`src/rtl/dtq_pkg.sv`:
```
package dtq_pkg;

    // Opcodes of an input item
    localparam logic [2:0] OP_INSERT = 3'd0;
    localparam logic [2:0] OP_REMOVE = 3'd1;
    localparam logic [2:0] OP_POP    = 3'd2;
    localparam logic [2:0] OP_PEEK   = 3'd3;
    localparam logic [2:0] OP_FIND   = 3'd4;

    // Result status codes
    localparam logic [1:0] ST_OK   = 2'd0;
    localparam logic [1:0] ST_MISS = 2'd1;
    localparam logic [1:0] ST_FULL = 2'd2;

    localparam int ID_W    = 16;
    localparam int DELTA_W = 32;

    // One queue entry as held in the slot memory
    typedef struct packed {
        logic [ID_W-1:0]    ident;
        logic [DELTA_W-1:0] delta;
    } t_entry;

    localparam int ENTRY_W = $bits(t_entry);

endpackage

```
`src/rtl/dtq_ram.sv`:
```
module dtq_ram #(
    parameter int WIDTH = 48,
    parameter int DEPTH = 16
) (
    input  logic                     i_clk,
    input  logic                     i_we,
    input  logic [$clog2(DEPTH)-1:0] i_waddr,
    input  logic [WIDTH-1:0]         i_wdata,
    input  logic [$clog2(DEPTH)-1:0] i_raddr,
    output logic [WIDTH-1:0]         o_rdata
);

    logic [WIDTH-1:0] r_mem [DEPTH];

    // Write one word, read one word with registered data
    always_ff @(posedge i_clk) begin
        if (i_we) begin
            r_mem[i_waddr] <= i_wdata;
        end
        o_rdata <= r_mem[i_raddr];
    end

endmodule

```
`src/rtl/delta_timer_queue.sv`:
```
// Channel | direction | handshake                | payload
// input   | in        | i_in_valid / o_in_stall  | i_opcode, i_entry_id, i_time_value
// output  | out       | o_out_valid / i_out_stall| o_status, o_out_id, o_out_delta,
//         |           |                          | o_queue_count
// One item at a time. Entries sit in slot memory in queue order, head at slot 0.
// Each slot visited takes a memory read, then an evaluate and write-back step.
// Reset is synchronous and empties the queue at once; no clearing pass.
// A stalled result waits in the output register while the next item is taken.
module delta_timer_queue
    import dtq_pkg::*;
#(
    parameter int QUEUE_DEPTH = 16
) (
    input  logic                 i_clk,
    input  logic                 i_rst_n,
    input  logic                 i_in_valid,
    output logic                 o_in_stall,
    input  logic [2:0]           i_opcode,
    input  logic [ID_W-1:0]      i_entry_id,
    input  logic [DELTA_W-1:0]   i_time_value,
    output logic                 o_out_valid,
    input  logic                 i_out_stall,
    output logic [1:0]           o_status,
    output logic [ID_W-1:0]      o_out_id,
    output logic [DELTA_W-1:0]   o_out_delta,
    output logic [4:0]           o_queue_count
);

    localparam int AW = $clog2(QUEUE_DEPTH);
    localparam int CW = $clog2(QUEUE_DEPTH + 1);

    typedef enum logic [3:0] {
        S_IDLE, S_SCAN_RD, S_SCAN_EV, S_SH_RD, S_SH_EV,
        S_LOC_RD, S_LOC_EV, S_CL_RD, S_CL_EV, S_DONE
    } t_state;

    t_state             r_state, n_state;
    logic [CW-1:0]      r_count, n_count;
    logic [CW-1:0]      r_pos, n_pos;
    logic               r_ovalid, n_ovalid;
    logic [2:0]         r_op, n_op;
    logic [ID_W-1:0]    r_id, n_id;
    logic [DELTA_W-1:0] r_t, n_t;
    t_entry             r_carry, n_carry;
    logic               r_head, n_head;
    logic               r_first, n_first;
    logic [1:0]         r_status, n_status;
    logic [ID_W-1:0]    r_rid, n_rid;
    logic [DELTA_W-1:0] r_rdelta, n_rdelta;
    logic [1:0]         n_o_status;
    logic [ID_W-1:0]    n_o_id;
    logic [DELTA_W-1:0] n_o_delta;
    logic [4:0]         n_o_count;

    logic               ram_we;
    logic [AW-1:0]      ram_waddr, ram_raddr;
    t_entry             ram_wdata, rd;
    logic [ENTRY_W-1:0] ram_rdata;
    logic [DELTA_W:0]   sat_sum;

    dtq_ram #(.WIDTH(ENTRY_W), .DEPTH(QUEUE_DEPTH)) u_slots (
        .i_clk   (i_clk),
        .i_we    (ram_we),
        .i_waddr (ram_waddr),
        .i_wdata (ram_wdata),
        .i_raddr (ram_raddr),
        .o_rdata (ram_rdata)
    );

    assign rd         = t_entry'(ram_rdata);
    assign sat_sum    = {1'b0, rd.delta} + {1'b0, r_rdelta};
    assign o_in_stall = (r_state != S_IDLE);

    // Sequence the walk over the slots
    always_comb begin
        n_state    = r_state;
        n_count    = r_count;
        n_pos      = r_pos;
        n_ovalid   = r_ovalid;
        n_op       = r_op;
        n_id       = r_id;
        n_t        = r_t;
        n_carry    = r_carry;
        n_head     = r_head;
        n_first    = r_first;
        n_status   = r_status;
        n_rid      = r_rid;
        n_rdelta   = r_rdelta;
        n_o_status = o_status;
        n_o_id     = o_out_id;
        n_o_delta  = o_out_delta;
        n_o_count  = o_queue_count;
        ram_we     = 1'b0;
        ram_waddr  = r_pos[AW-1:0];
        ram_wdata  = r_carry;
        ram_raddr  = r_pos[AW-1:0];

        // Drop a result once taken
        if (r_ovalid && !i_out_stall) begin
            n_ovalid = 1'b0;
        end

        case (r_state)
            S_IDLE: begin
                if (i_in_valid) begin
                    n_op     = i_opcode;
                    n_id     = i_entry_id;
                    n_t      = i_time_value;
                    n_pos    = '0;
                    n_status = ST_OK;
                    n_rid    = '0;
                    n_rdelta = '0;
                    n_head   = 1'b0;
                    n_first  = 1'b0;
                    case (i_opcode)
                        OP_INSERT: begin
                            if (r_count >= CW'(QUEUE_DEPTH)) begin
                                n_status = ST_FULL;
                                n_state  = S_DONE;
                            end else begin
                                n_state = S_SCAN_RD;
                            end
                        end
                        OP_REMOVE, OP_FIND: n_state = S_LOC_RD;
                        OP_POP, OP_PEEK: begin
                            n_head  = 1'b1;
                            n_state = S_LOC_RD;
                        end
                        default: n_state = S_DONE;
                    endcase
                end
            end
            S_SCAN_RD: begin
                if (r_pos == r_count) begin
                    ram_we    = 1'b1;
                    ram_wdata = '{ident: r_id, delta: r_t};
                    n_rid     = r_id;
                    n_rdelta  = r_t;
                    n_count   = r_count + CW'(1);
                    n_state   = S_DONE;
                end else begin
                    n_state = S_SCAN_EV;
                end
            end
            S_SCAN_EV: begin
                if (rd.delta <= r_t) begin
                    // Advance past an entry due no later
                    n_t     = r_t - rd.delta;
                    n_pos   = r_pos + CW'(1);
                    n_state = S_SCAN_RD;
                end else begin
                    // Place the new entry, carry the successor with its reduced delta
                    ram_we    = 1'b1;
                    ram_wdata = '{ident: r_id, delta: r_t};
                    n_carry   = '{ident: rd.ident, delta: rd.delta - r_t};
                    n_rid     = r_id;
                    n_rdelta  = r_t;
                    n_pos     = r_pos + CW'(1);
                    n_state   = S_SH_RD;
                end
            end
            S_SH_RD: begin
                if (r_pos == r_count) begin
                    ram_we  = 1'b1;
                    n_count = r_count + CW'(1);
                    n_state = S_DONE;
                end else begin
                    n_state = S_SH_EV;
                end
            end
            S_SH_EV: begin
                // Shift one entry back
                ram_we  = 1'b1;
                n_carry = rd;
                n_pos   = r_pos + CW'(1);
                n_state = S_SH_RD;
            end
            S_LOC_RD: begin
                if (r_pos == r_count) begin
                    n_status = ST_MISS;
                    n_state  = S_DONE;
                end else begin
                    n_state = S_LOC_EV;
                end
            end
            S_LOC_EV: begin
                if (r_head || rd.ident == r_id) begin
                    n_rid    = rd.ident;
                    n_rdelta = rd.delta;
                    if (r_op == OP_FIND || r_op == OP_PEEK) begin
                        n_state = S_DONE;
                    end else begin
                        n_first = (r_op == OP_REMOVE);
                        n_state = S_CL_RD;
                    end
                end else begin
                    n_pos   = r_pos + CW'(1);
                    n_state = S_LOC_RD;
                end
            end
            S_CL_RD: begin
                ram_raddr = AW'(r_pos + CW'(1));
                if (r_pos + CW'(1) == r_count) begin
                    n_count = r_count - CW'(1);
                    n_state = S_DONE;
                end else begin
                    n_state = S_CL_EV;
                end
            end
            S_CL_EV: begin
                // Move one entry forward; on a remove the first one absorbs the removed delta
                ram_we    = 1'b1;
                ram_wdata = rd;
                if (r_first) begin
                    ram_wdata.delta = sat_sum[DELTA_W] ? '1 : sat_sum[DELTA_W-1:0];
                end
                n_first = 1'b0;
                n_pos   = r_pos + CW'(1);
                n_state = S_CL_RD;
            end
            S_DONE: begin
                if (!r_ovalid || !i_out_stall) begin
                    n_ovalid   = 1'b1;
                    n_o_status = r_status;
                    n_o_id     = r_rid;
                    n_o_delta  = r_rdelta;
                    n_o_count  = 5'(r_count);
                    n_state    = S_IDLE;
                end
            end
            default: n_state = S_IDLE;
        endcase
    end

    // Hold state and the output register
    always_ff @(posedge i_clk) begin
        if (!i_rst_n) begin
            r_state  <= S_IDLE;
            r_count  <= '0;
            r_ovalid <= 1'b0;
        end else begin
            r_state  <= n_state;
            r_count  <= n_count;
            r_ovalid <= n_ovalid;
        end
        r_pos         <= n_pos;
        r_op          <= n_op;
        r_id          <= n_id;
        r_t           <= n_t;
        r_carry       <= n_carry;
        r_head        <= n_head;
        r_first       <= n_first;
        r_status      <= n_status;
        r_rid         <= n_rid;
        r_rdelta      <= n_rdelta;
        o_status      <= n_o_status;
        o_out_id      <= n_o_id;
        o_out_delta   <= n_o_delta;
        o_queue_count <= n_o_count;
    end

    assign o_out_valid = r_ovalid;

    a_count_bound: assert property (@(posedge i_clk) disable iff (!i_rst_n)
        r_count <= CW'(QUEUE_DEPTH))
        else $error("entry count beyond depth");

    a_count_step: assert property (@(posedge i_clk) disable iff (!i_rst_n)
        ##1 (r_count == $past(r_count) || r_count == $past(r_count) + CW'(1)
             || r_count + CW'(1) == $past(r_count)))
        else $error("entry count moved by more than one");

    a_full_count: assert property (@(posedge i_clk) disable iff (!i_rst_n)
        (o_out_valid && o_status == ST_FULL) |-> o_queue_count == 5'(QUEUE_DEPTH))
        else $error("full status with spare slots");

    a_status_code: assert property (@(posedge i_clk) disable iff (!i_rst_n)
        o_out_valid |-> (o_status == ST_OK || o_status == ST_MISS || o_status == ST_FULL))
        else $error("undefined status code");

endmodule

```
`config.mk`:
```
export PLATFORM = sky130hd
export DESIGN_NAME = delta_timer_queue
export DESIGN_NICKNAME = d
export VERILOG_FILES = /design/src/rtl/dtq_pkg.sv /design/src/rtl/dtq_ram.sv /design/src/rtl/delta_timer_queue.sv
export SDC_FILE = /design/constraint.sdc
export NUM_CORES = 1
export LEC_CHECK = 0
export BUFFER_PORTS_ARGS = -buffer_cell sky130_fd_sc_hd__buf_2
export CAP_MARGIN = 10
export CORE_MARGIN = 5
export CORE_UTILIZATION = 40
export CTS_CLUSTER_DIAMETER = 100
export DETAILED_ROUTE_END_ITERATION = 12
export PLACE_DENSITY_LB_ADDON = 0.3
export SYNTH_ARGS = -nofsm -noshare
export SYNTH_HDL_FRONTEND = slang
export SYNTH_SLANG_ARGS = --single-unit
```
`constraint.sdc`:
```
create_clock -name i_clk -period 6.72 [get_ports i_clk]
set_input_delay 0.672 -clock i_clk [delete_from_list [all_inputs] [get_ports i_clk]]
set_output_delay 0.672 -clock i_clk [all_outputs]
set_load 0.01 [all_outputs]
```
# After elaboration in Yosys (flattened, before gate mapping)
# Memory sizes are Yosys's and may differ from the RTL's. A register that Yosys moved wholly into a read port is not among the register bits.
# Index checks and enable logic that the tools add are counted.
totals:
  inputBits: 55
  output_inout_bits: 57
  ff_bits: 221
  memories: 1
  ramBits: 768
mem_list:
  columns: ["name", "words", "word_bits", "rd", "rd_ports_with_merged_regs", "wr", "line_no", "source"]
  rows:
  - ["u_slots.r_mem", 16, 48, 1, 1, 1, "dtq_ram.sv:13", "logic [WIDTH-1:0] r_mem [DEPTH];"]
op_classes:
  n_reduce_logical: 31
  add_sub_neg: 6
  eq_ne: 30
  mux: 57
  magnitude_cmp: 2
op_table:
  columns: ["op", "count"]
  rows:
  - ["$mux 32", 8]
  - ["$mux 48", 3]
  - ["$pmux 48 s3", 1]
  - ["$pmux 32 s4", 1]
  - ["$pmux 48 s2", 1]
  - ["$mux 16", 4]
  - ["$pmux 16 s4", 1]
  - ["$pmux 32 s2", 1]
  - ["$sub 32x32->32", 2]
  - ["$pmux 4 s10", 1]
  - ["$mux 4", 9]
  - ["$add 32x32->33", 1]
  - ["$le 32x32->1", 1]
  - ["$mux 5", 4]
  - ["$ne 2x2->1 const B", 10]
  - ["$eq 16x16->1", 1]
  - ["$eq 4x3->1 const B", 4]
  - ["$pmux 5 s3", 1]
  - ["$mux 1", 12]
  - ["$reduce_and 3->1", 4]
  - ["$add 5x1->5 const B", 2]
  - ["$eq 5x5->1", 2]
  - ["$mux 2", 5]
  - ["$pmux 5 s2", 1]
  - ["26 further kinds", 46]

# Longest topological paths before layout
# Gate-level depths: netlist of the first run.
logic_depth:
  word_depth: 5
  mapped_depth: 14
  depth_no_buf: 11

# By module
# Synthesis of the first run repeated with hierarchy kept, for this count alone.
hier_totals:
  cells_unflattened: 2851
  hier_area_um2: 44904.3
modules_own_cells:
  columns: ["mod", "n_inst", "cells_per_inst", "seq_area_each_um2", "area_each_um2"]
  rows:
  - ["dtq_ram", 1, 1242, 24023.0, 29694.7]
  - ["delta_timer_queue", 1, 1609, 6536.3, 15209.6]

# Worst setup path after synthesis of the first run
# No wires, ideal clock.
synth_timing:
  path_kind: "register to register"
  from: "reg r_t[0]"
  to: "mem u_slots.r_mem[3][0], enable pin"
  stages_incl_launch_ff: 11
  arrival_time_ns: 5.831
  synth_period_minus_slack_ns: 6.344
  path_slack_ns: 0.376
  t_required_ns: 6.207
  path_cell_list: "edfxtp_1 ha_1 fa_1 nor2b_1 o31ai_1 a211o_1 a2111oi_4 o21ai_0 o21ai_0 nand2_1 nor3_1"
synth_via:
  elab_chain_len: 5
synth_lines:
  columns: ["element", "line_no", "source"]
  rows:
  - ["start: declaration", "delta_timer_queue.sv:43", "logic [DELTA_W-1:0] r_t, n_t;"]
  - ["start signal: assignment", "delta_timer_queue.sv:249", "r_t <= n_t;"]
  - ["$le 32x32->1", "delta_timer_queue.sv:146", "if (rd.delta <= r_t) begin"]
  - ["$mux 1", "delta_timer_queue.sv:146", null]
  - ["$pmux 1 s3", "delta_timer_queue.sv:103", "case (r_state)"]
  - ["$mux 1", "dtq_ram.sv:17", "if (i_we) begin"]
  - ["$mux 1 (not written as such)", "dtq_ram.sv:18", "r_mem[i_waddr] <= i_wdata;"]
  - ["end: declaration", "dtq_ram.sv:13", null]
# Every way passes these cells.

# Final worst setup path of the first run
layout_timing:
  from: "reg u_slots.o_rdata[0] (read register of u_slots.r_mem)"
  to: "mem u_slots.r_mem[7][6], enable pin"
layout_via:
  elab_chain_len: 5
layout_lines:
  columns: ["element", "line_no", "source"]
  rows:
  - ["start: declaration", "dtq_ram.sv:10", "output logic [WIDTH-1:0] o_rdata"]
  - ["$le 32x32->1", "delta_timer_queue.sv:146", null]
  - ["$mux 1", "delta_timer_queue.sv:146", null]
  - ["$pmux 1 s3", "delta_timer_queue.sv:103", null]
  - ["$mux 1", "dtq_ram.sv:17", null]
  - ["$mux 1 (not written as such)", "dtq_ram.sv:18", null]
# Every way passes these cells.

==> results of run 1 <==
==> flip-flops by register name, summed over array words and instances, names as in the netlist, 32 cells and up <==
| name | count |
|---|---|
| u_slots.r_mem | 768 |
| r_rdelta | 32 |
| r_carry | 48 |
| u_slots.o_rdata | 48 |
| r_t | 32 |
| o_out_delta | 32 |
==> routing by layer <==
metal	track usage	vias up	routed length (um)
li1	-	11200	-
met1	0.279	13300	51900
met2	0.310	1023	55300
met3	0.0299	158	7830
met4	0.0444	0	2400
met5	0	-	0
==> power by group through the flow <==
stage	logic, mW	clock network (mW)	registers, mW
final	11.8	6.20	10.4
after global routing	12.7	6.61	10.5
after CTS	11.7	6.33	10.4
after detailed placement	11.7	0	10.5
after global placement	11.6	0	10.5
after floorplan	8.13	0	10.2
==> Yosys cell counts (12+ instances only) <==
cell | instances | share of area
mux2i_1 | 12 | 0.0027
o31ai_1 | 12 | 0.0020
a222oi_1 | 16 | 0.0036
nor2_1 | 115 | 0.0096
o211ai_1 | 13 | 0.0022
o221ai_1 | 27 | 0.0052
nand2_1 | 180 | 0.015
nand4_1 | 16 | 0.0022
or3_1 | 13 | 0.0018
a211oi_1 | 15 | 0.0025
xor2_1 | 35 | 0.0068
edfxtp_1 | 979 | 0.65
buf_1 | 17 | 0.0014
a22oi_1 | 30 | 0.0050
dfxtp_1 | 58 | 0.026
ha_1 | 102 | 0.028
a31oi_1 | 12 | 0.0017
o21bai_1 | 17 | 0.0028
a21oi_1 | 128 | 0.014
xnor2_1 | 71 | 0.014
nand2b_1 | 16 | 0.0022
o21a_1 | 12 | 0.0020
buf_2 | 47 | 0.0052
nor2b_1 | 17 | 0.0024
a22o_1 | 18 | 0.0035
inv_1 | 107 | 0.0089
nand3_1 | 28 | 0.0031
nor3_1 | 23 | 0.0026
clkbuf_1 | 70 | 0.0058
mux4_2 | 240 | 0.12
o21ai_0 | 123 | 0.014
and3_1 | 12 | 0.0017
a21o_1 | 57 | 0.0095
==> critical path: cells and delay by family (launching register included) <==
| family | cells | cell delay (ns) |
|---|---|---|
| AO/OA/AOI/OAI | 5 | 2.04 |
| adder cells (fa/ha/maj) | 2 | 0.69 |
| buffers and inverters | 2 | 0.72 |
| flip-flops | 1 | 0.41 |
| AND/OR/NAND/NOR | 3 | 1.11 |
==> layout make-up <==
class,count,area (um^2)
fill,9559,60800
sequential,1037,30600
multi-input combinational,1458,13700
clock buffer,134,2880
tap,1500,1880
timing repair buffer,165,1120
clock inverter,67,846
inverter,107,402
==> cell families after synthesis <==
kind of cell | share of synthesized area
AND/OR/NAND/NOR | 0.0464
XOR/XNOR | 0.0206
AO/OA/AOI/OAI | 0.0795
adder cells (fa/ha/maj) | 0.0301
multiplexers | 0.123
buffers and inverters | 0.0229
flip-flops | 0.678
==> how the worst max path moves through the flow <==
stage | slack [ns] | start | endpoint | depth (start not counted)
after floorplan | 0.38 | r_t[0]$_DFFE_PP_ | u_slots.r_mem[3][0]$_DFFE_PP_ | 10
after global placement | 1.45 | u_slots.o_rdata[0]$_DFF_P_ | u_slots.r_mem[7][6]$_DFFE_PP_ | 12
after detailed placement | 1.40 | r_t[0]$_DFFE_PP_ | u_slots.r_mem[7][6]$_DFFE_PP_ | 11
after CTS | 1.34 | u_slots.o_rdata[0]$_DFF_P_ | u_slots.r_mem[7][2]$_DFFE_PP_ | 12
after global routing | 1.07 | u_slots.o_rdata[1]$_DFF_P_ | u_slots.r_mem[12][8]$_DFFE_PP_ | 11
final | 1.33 | u_slots.o_rdata[0]$_DFF_P_ | u_slots.r_mem[7][6]$_DFFE_PP_ | 12
==> run_results.csv, run 1 <==
group,metric,value,unit
synthesis,synthFlopType,"edfxtp_1",
synthesis,mappedNetlistArea,0.0451,mm^2
floorplan,die_area,0.120,mm^2
power,power.density,552,mW/mm^2
floorplan,design.core.area,0.112,mm^2
global_routing,grt.overflow.total,0,
sta,finalCritPeriodShare,0.802,
power,total_power,28.4,mW
synthesis,seq_area_frac_synth,0.678,
cts,postCtsSetupBuffers,0,
sta,slew_headroom,0.266,
worst_setup_path,reg2reg_slack,1.33,ns
floorplan,rows,123,
worst_setup_path,cp.required,7.01,ns
synthesis,yosysWarnings,0,
sta,finalSetupViolations,0,
hold_path,hold_depth,1,
sta,setup-tns-final,0,ns
floorplan,start_util,0.402,
cts,cts_root_buf,"clkbuf_16",
cts,cts_resized,0,
cells_and_area,area_growth,14.1,%
worst_setup_path,crit_arrival,5.68,ns
power,cellLeakagePower,17.6,nW
synthesis,ys_types,75,
worst_setup_path,crit_fanout,36,
cells_and_area,n_antenna_cell,0,
hold_path,worstHoldStart,"i_entry_id[9]",
sta,min_period,5.39,ns
cells_and_area,final_cell_mix,"edfxtp_1 (979), mux4_2 (240), nand2_1 (178)",
global_routing,grt_pass1_wl,175,mm
flow_run,drv_cap,0,
hold_path,min_to,"r_id[9]$_DFFE_PP_",
global_routing,grt_antenna_before_repair,2,
power,clkPwrFrac,0.218,
worst_setup_path,worstSetupEndpointType,"flop",
placed_design,place_area,0.0477,mm^2
cts,clk_path_buf_depth,3,
route,vias,25600,
global_routing,grt_start_max_net_pins,144,
route,totalWireLength,117,mm
worst_setup_path,rr_worst_depth,12,
worst_setup_path,cpPeakStageDelay,0.73,ns
worst_setup_path,criticalPathCategory,"reg2reg",
synthesis,syn_avg_cell_area,16.4,um^2
route,drt-initial-drc-count,2977,
placed_design,pre_cts_ws,1.40,ns
route,via_per_inst,5.74,
worst_setup_path,start_kind,"flop",
floorplan,fp.dieW,346,um
cells_and_area,final_util,0.458,
sta,rsz0062_at_grt,"false",
power,p_int,17.6,mW
cells_and_area,drive_gt1_frac,0.210,
power,switchingPower,10.8,mW
route,wire_per_inst,26.3,um
cells_and_area,finalInstanceArea,0.0514,mm^2
synthesis,synth_seq_cells,1037,
worst_setup_path,cp_slowest_cell,"o21ai_0",
cells_and_area,layout_commonest_cell,"edfxtp_1",
synthesis,synthArstFlopShare,0,
worst_setup_path,rr_endpoint,"u_slots.r_mem[7][6]$_DFFE_PP_",
hold_path,hold_path.class,"in2reg",
placed_design,gp_congestion,0.892,
synthesis,synthCells,2744,
worst_setup_path,path_cells,"inv_1, ha_1, fa_1, nor2b_1, o31ai_1, a211o_1, a2111oi_4, o21ai_0, o21ai_0, nand2_1, nor2_4, buf_4",
power,power_frac_seq,0.367,
power,power_frac_comb,0.414,
sta,worst_pin_slew,1.10,ns
global_routing,grt_pass1_vias,26000,
route,drtPass1Iterations,6,
floorplan,fp.dieH,346,um
global_routing,grt_usage,0.193,
placed_design,dp.cells,4267,
cts,cts_hold_buf,0,
cts,clk_latency,0.70,ns
sta,hold_violations,0,
cells_and_area,instances_no_fill,4468,
power,ir_drop,454,uV
sta,setup_ws,1.33,ns
route,ant_nets,0,
cts,cts_sinks,1037,
cts,cts_tree,"built",
sta,slew_violations,0,
worst_setup_path,rr_startpoint,"u_slots.o_rdata[0]$_DFF_P_",
outcome,status,"completed",
cells_and_area,nets,3037,
placed_design,io_buffers,111,
cts,htreeDepth,3,
power,p_sw_frac,0.380,
placed_design,place_hpwl,74.7,mm
sta,holdWs,0.149,ns
route,route.detailed.drc,0,
synthesis,synth_edf_count,979,
cts,numCtsBuffers,107,
sta,finClkSkew,0.0501,ns
floorplan,pin_count,112,
worst_setup_path,critPathMostFrequentCell,"o21ai_0",
synthesis,syn-num-nets,2905,
sta,fmax,0.186,GHz
cts,path_clk_slew,0.06,ns
(Power assumes the default switching activity.)
==> run 2: changes to the inputs <==
==> constraint.sdc (replaced) <==
create_clock -name i_clk -period 5.3 [get_ports i_clk]
set_input_delay 0.53 -clock i_clk [delete_from_list [all_inputs] [get_ports i_clk]]
set_output_delay 0.53 -clock i_clk [all_outputs]
set_load 0.01 [all_outputs]
==> run 2 against run 1 <==
Fmax is 11% higher. Utilization is 0.32 points higher. Sequential power rose by 28%. Highest routed layer unchanged.
==> run_results.csv, run 2 (synthesis gave the netlist of run 1 again) <==
group,metric,value,unit
cts,numCtsBuffers,106,
cts,clk_latency,0.70,ns
route,route.detailed.drc,0,
floorplan,fp.dieH,346,um
cells_and_area,reg.largest.list,"u_slots.r_mem x768, r_carry x48, u_slots.o_rdata x48",
cells_and_area,layout_commonest_cell,"edfxtp_1",
global_routing,grt_pass1_wl,178,mm
cells_and_area,finalInstanceArea,0.0518,mm^2
sta,min_period,4.88,ns
sta,worst_pin_slew,1.16,ns
cells_and_area,final_cell_mix,"edfxtp_1 (979), mux4_2 (240), nand2_1 (179)",
route,drt-initial-drc-count,2871,
cts,clk_path_buf_depth,3,
floorplan,fp.dieW,346,um
route,totalWireLength,120,mm
cts,cts_sinks,1037,
sta,setup-tns-final,0,ns
worst_setup_path,criticalPathCategory,"reg2reg",
placed_design,io_buffers,111,
sta,slew_headroom,0.227,
worst_setup_path,crit_arrival,5.29,ns
worst_setup_path,worstSetupEndpointType,"flop",
worst_setup_path,start_kind,"flop",
global_routing,grt_pass1_vias,26400,
placed_design,dp.cells,4297,
cells_and_area,drive_gt1_frac,0.214,
global_routing,grt_antenna_before_repair,0,
sta,hold_violations,0,
floorplan,design.core.area,0.112,mm^2
cells_and_area,regArea,0.0306,mm^2
worst_setup_path,cp_slowest_cell,"o21ai_4",
worst_setup_path,crit_fanout,25,
worst_setup_path,critPathMostFrequentCell,"nand2_1",
route,drtPass1Iterations,8,
worst_setup_path,cpPeakStageDelay,0.85,ns
cells_and_area,instances_no_fill,4511,
cells_and_area,area_growth,14.9,%
sta,holdWs,0.0572,ns
outcome,status,"completed",
sta,rsz0062_at_grt,"false",
route,ant_nets,0,
power,cellLeakagePower,17.8,nW
floorplan,rows,123,
placed_design,gp_congestion,0.848,
global_routing,grt.overflow.total,0,
placed_design,place_hpwl,75.0,mm
power,ir_drop,354,uV
sta,fmax,0.205,GHz
cells_and_area,largest_reg_flops,768,
route,wire_per_inst,26.6,um
flow_run,drv_cap,0,
cells_and_area,fillCellCount,9502,
placed_design,place_area,0.0481,mm^2
floorplan,start_util,0.402,
global_routing,grt_usage,0.196,
worst_setup_path,cp.required,5.71,ns
sta,finalCritPeriodShare,0.920,
power,total_power,35.8,mW
hold_path,hold_path.class,"in2reg",
cells_and_area,nets,3081,
sta,slew_violations,0,
sta,finClkSkew,0.0387,ns
floorplan,die_area,0.120,mm^2
cells_and_area,largest_register,"u_slots.r_mem",
global_routing,grt_start_max_net_pins,80,
cts,htreeDepth,3,
sta,finalSetupViolations,0,
route,wl_met3,7.57,mm
route,via_per_inst,5.73,
route,drt-met1-wl,52.3,mm
route,routed-wl-met2,57.6,mm
cells_and_area,multi_input_area,0.0138,mm^2
cts,path_clk_slew,0.06,ns
power,power.density,691,mW/mm^2
floorplan,pin_count,112,
cts,cts_root_buf,"clkbuf_16",
cts,cts_tree,"built",
worst_setup_path,path_cells,"inv_1, ha_1, nand2_1, nor2_1, nand2_1, a2111oi_4, o21ai_0, o21ai_4, buf_12, a22oi_1, nand2_1",
route,vias,25900,
route,routed.top_layer,"met4",
run 2: power breakdown:
part / switching [mW] / total [mW] / internal, mW
logic: 9.31 / 15.0 / 5.65
registers: 1.14 / 13.3 / 12.2
clock network: 3.16 / 7.49 / 4.33
run 2: path summary, 6_finish.rpt:
kind              slack [ns]                      start  cells after the start                             end
hold reg to reg         0.42  r_status[0]$_SDFFCE_PP1P_                      0           o_status[0]$_DFFE_PP_
setup reg to reg        0.42          r_t[23]$_DFFE_PP_                     11  u_slots.r_mem[8][11]$_DFFE_PP_
hold / removal          0.06             i_entry_id[15]                      1              r_id[15]$_DFFE_PP_
setup / recovery        0.42          r_t[23]$_DFFE_PP_                     11  u_slots.r_mem[8][11]$_DFFE_PP_
run 2: metrics by stage:
step                utilization  setup WS (ns)
CTS                       0.462          0.433
finish                    0.462          0.423
detailed placement        0.429          0.424
floorplan                     -          0.233
global placement          0.429          0.550
global route              0.462          0.167
run 2: routing by layer:
layer,vias to the layer above,track usage
met5,-,0
met4,0,0.0471
met3,158,0.0317
met2,1002,0.323
met1,13400,0.278
li1,11300,-
run 2: cell type report:
class	instances	area share
antenna	1	0.0000483
clock buffer	138	0.0555
clock inverter	60	0.0128
inverter	107	0.00776
multi-input combinational	1458	0.266
sequential	1037	0.590
tap	1500	0.0362
timing repair buffer	210	0.0318
run 2: timing repair:
action | in CTS | in global routing
endpoints found under the hold margin | 15 | 0
setup buffers | 0 | 0
hold buffers | 15 | 0
setup endpoints to repair | 0 | 0
resized for setup | 0 | 0
run 2: critical path, delay by kind of cell (launching register included):
family | cells | cell delay (ns)
compound gates | 4 | 1.81
simple gates | 4 | 1.29
fa+ha+maj | 1 | 0.59
flops | 1 | 0.51
buf+inv | 2 | 0.39
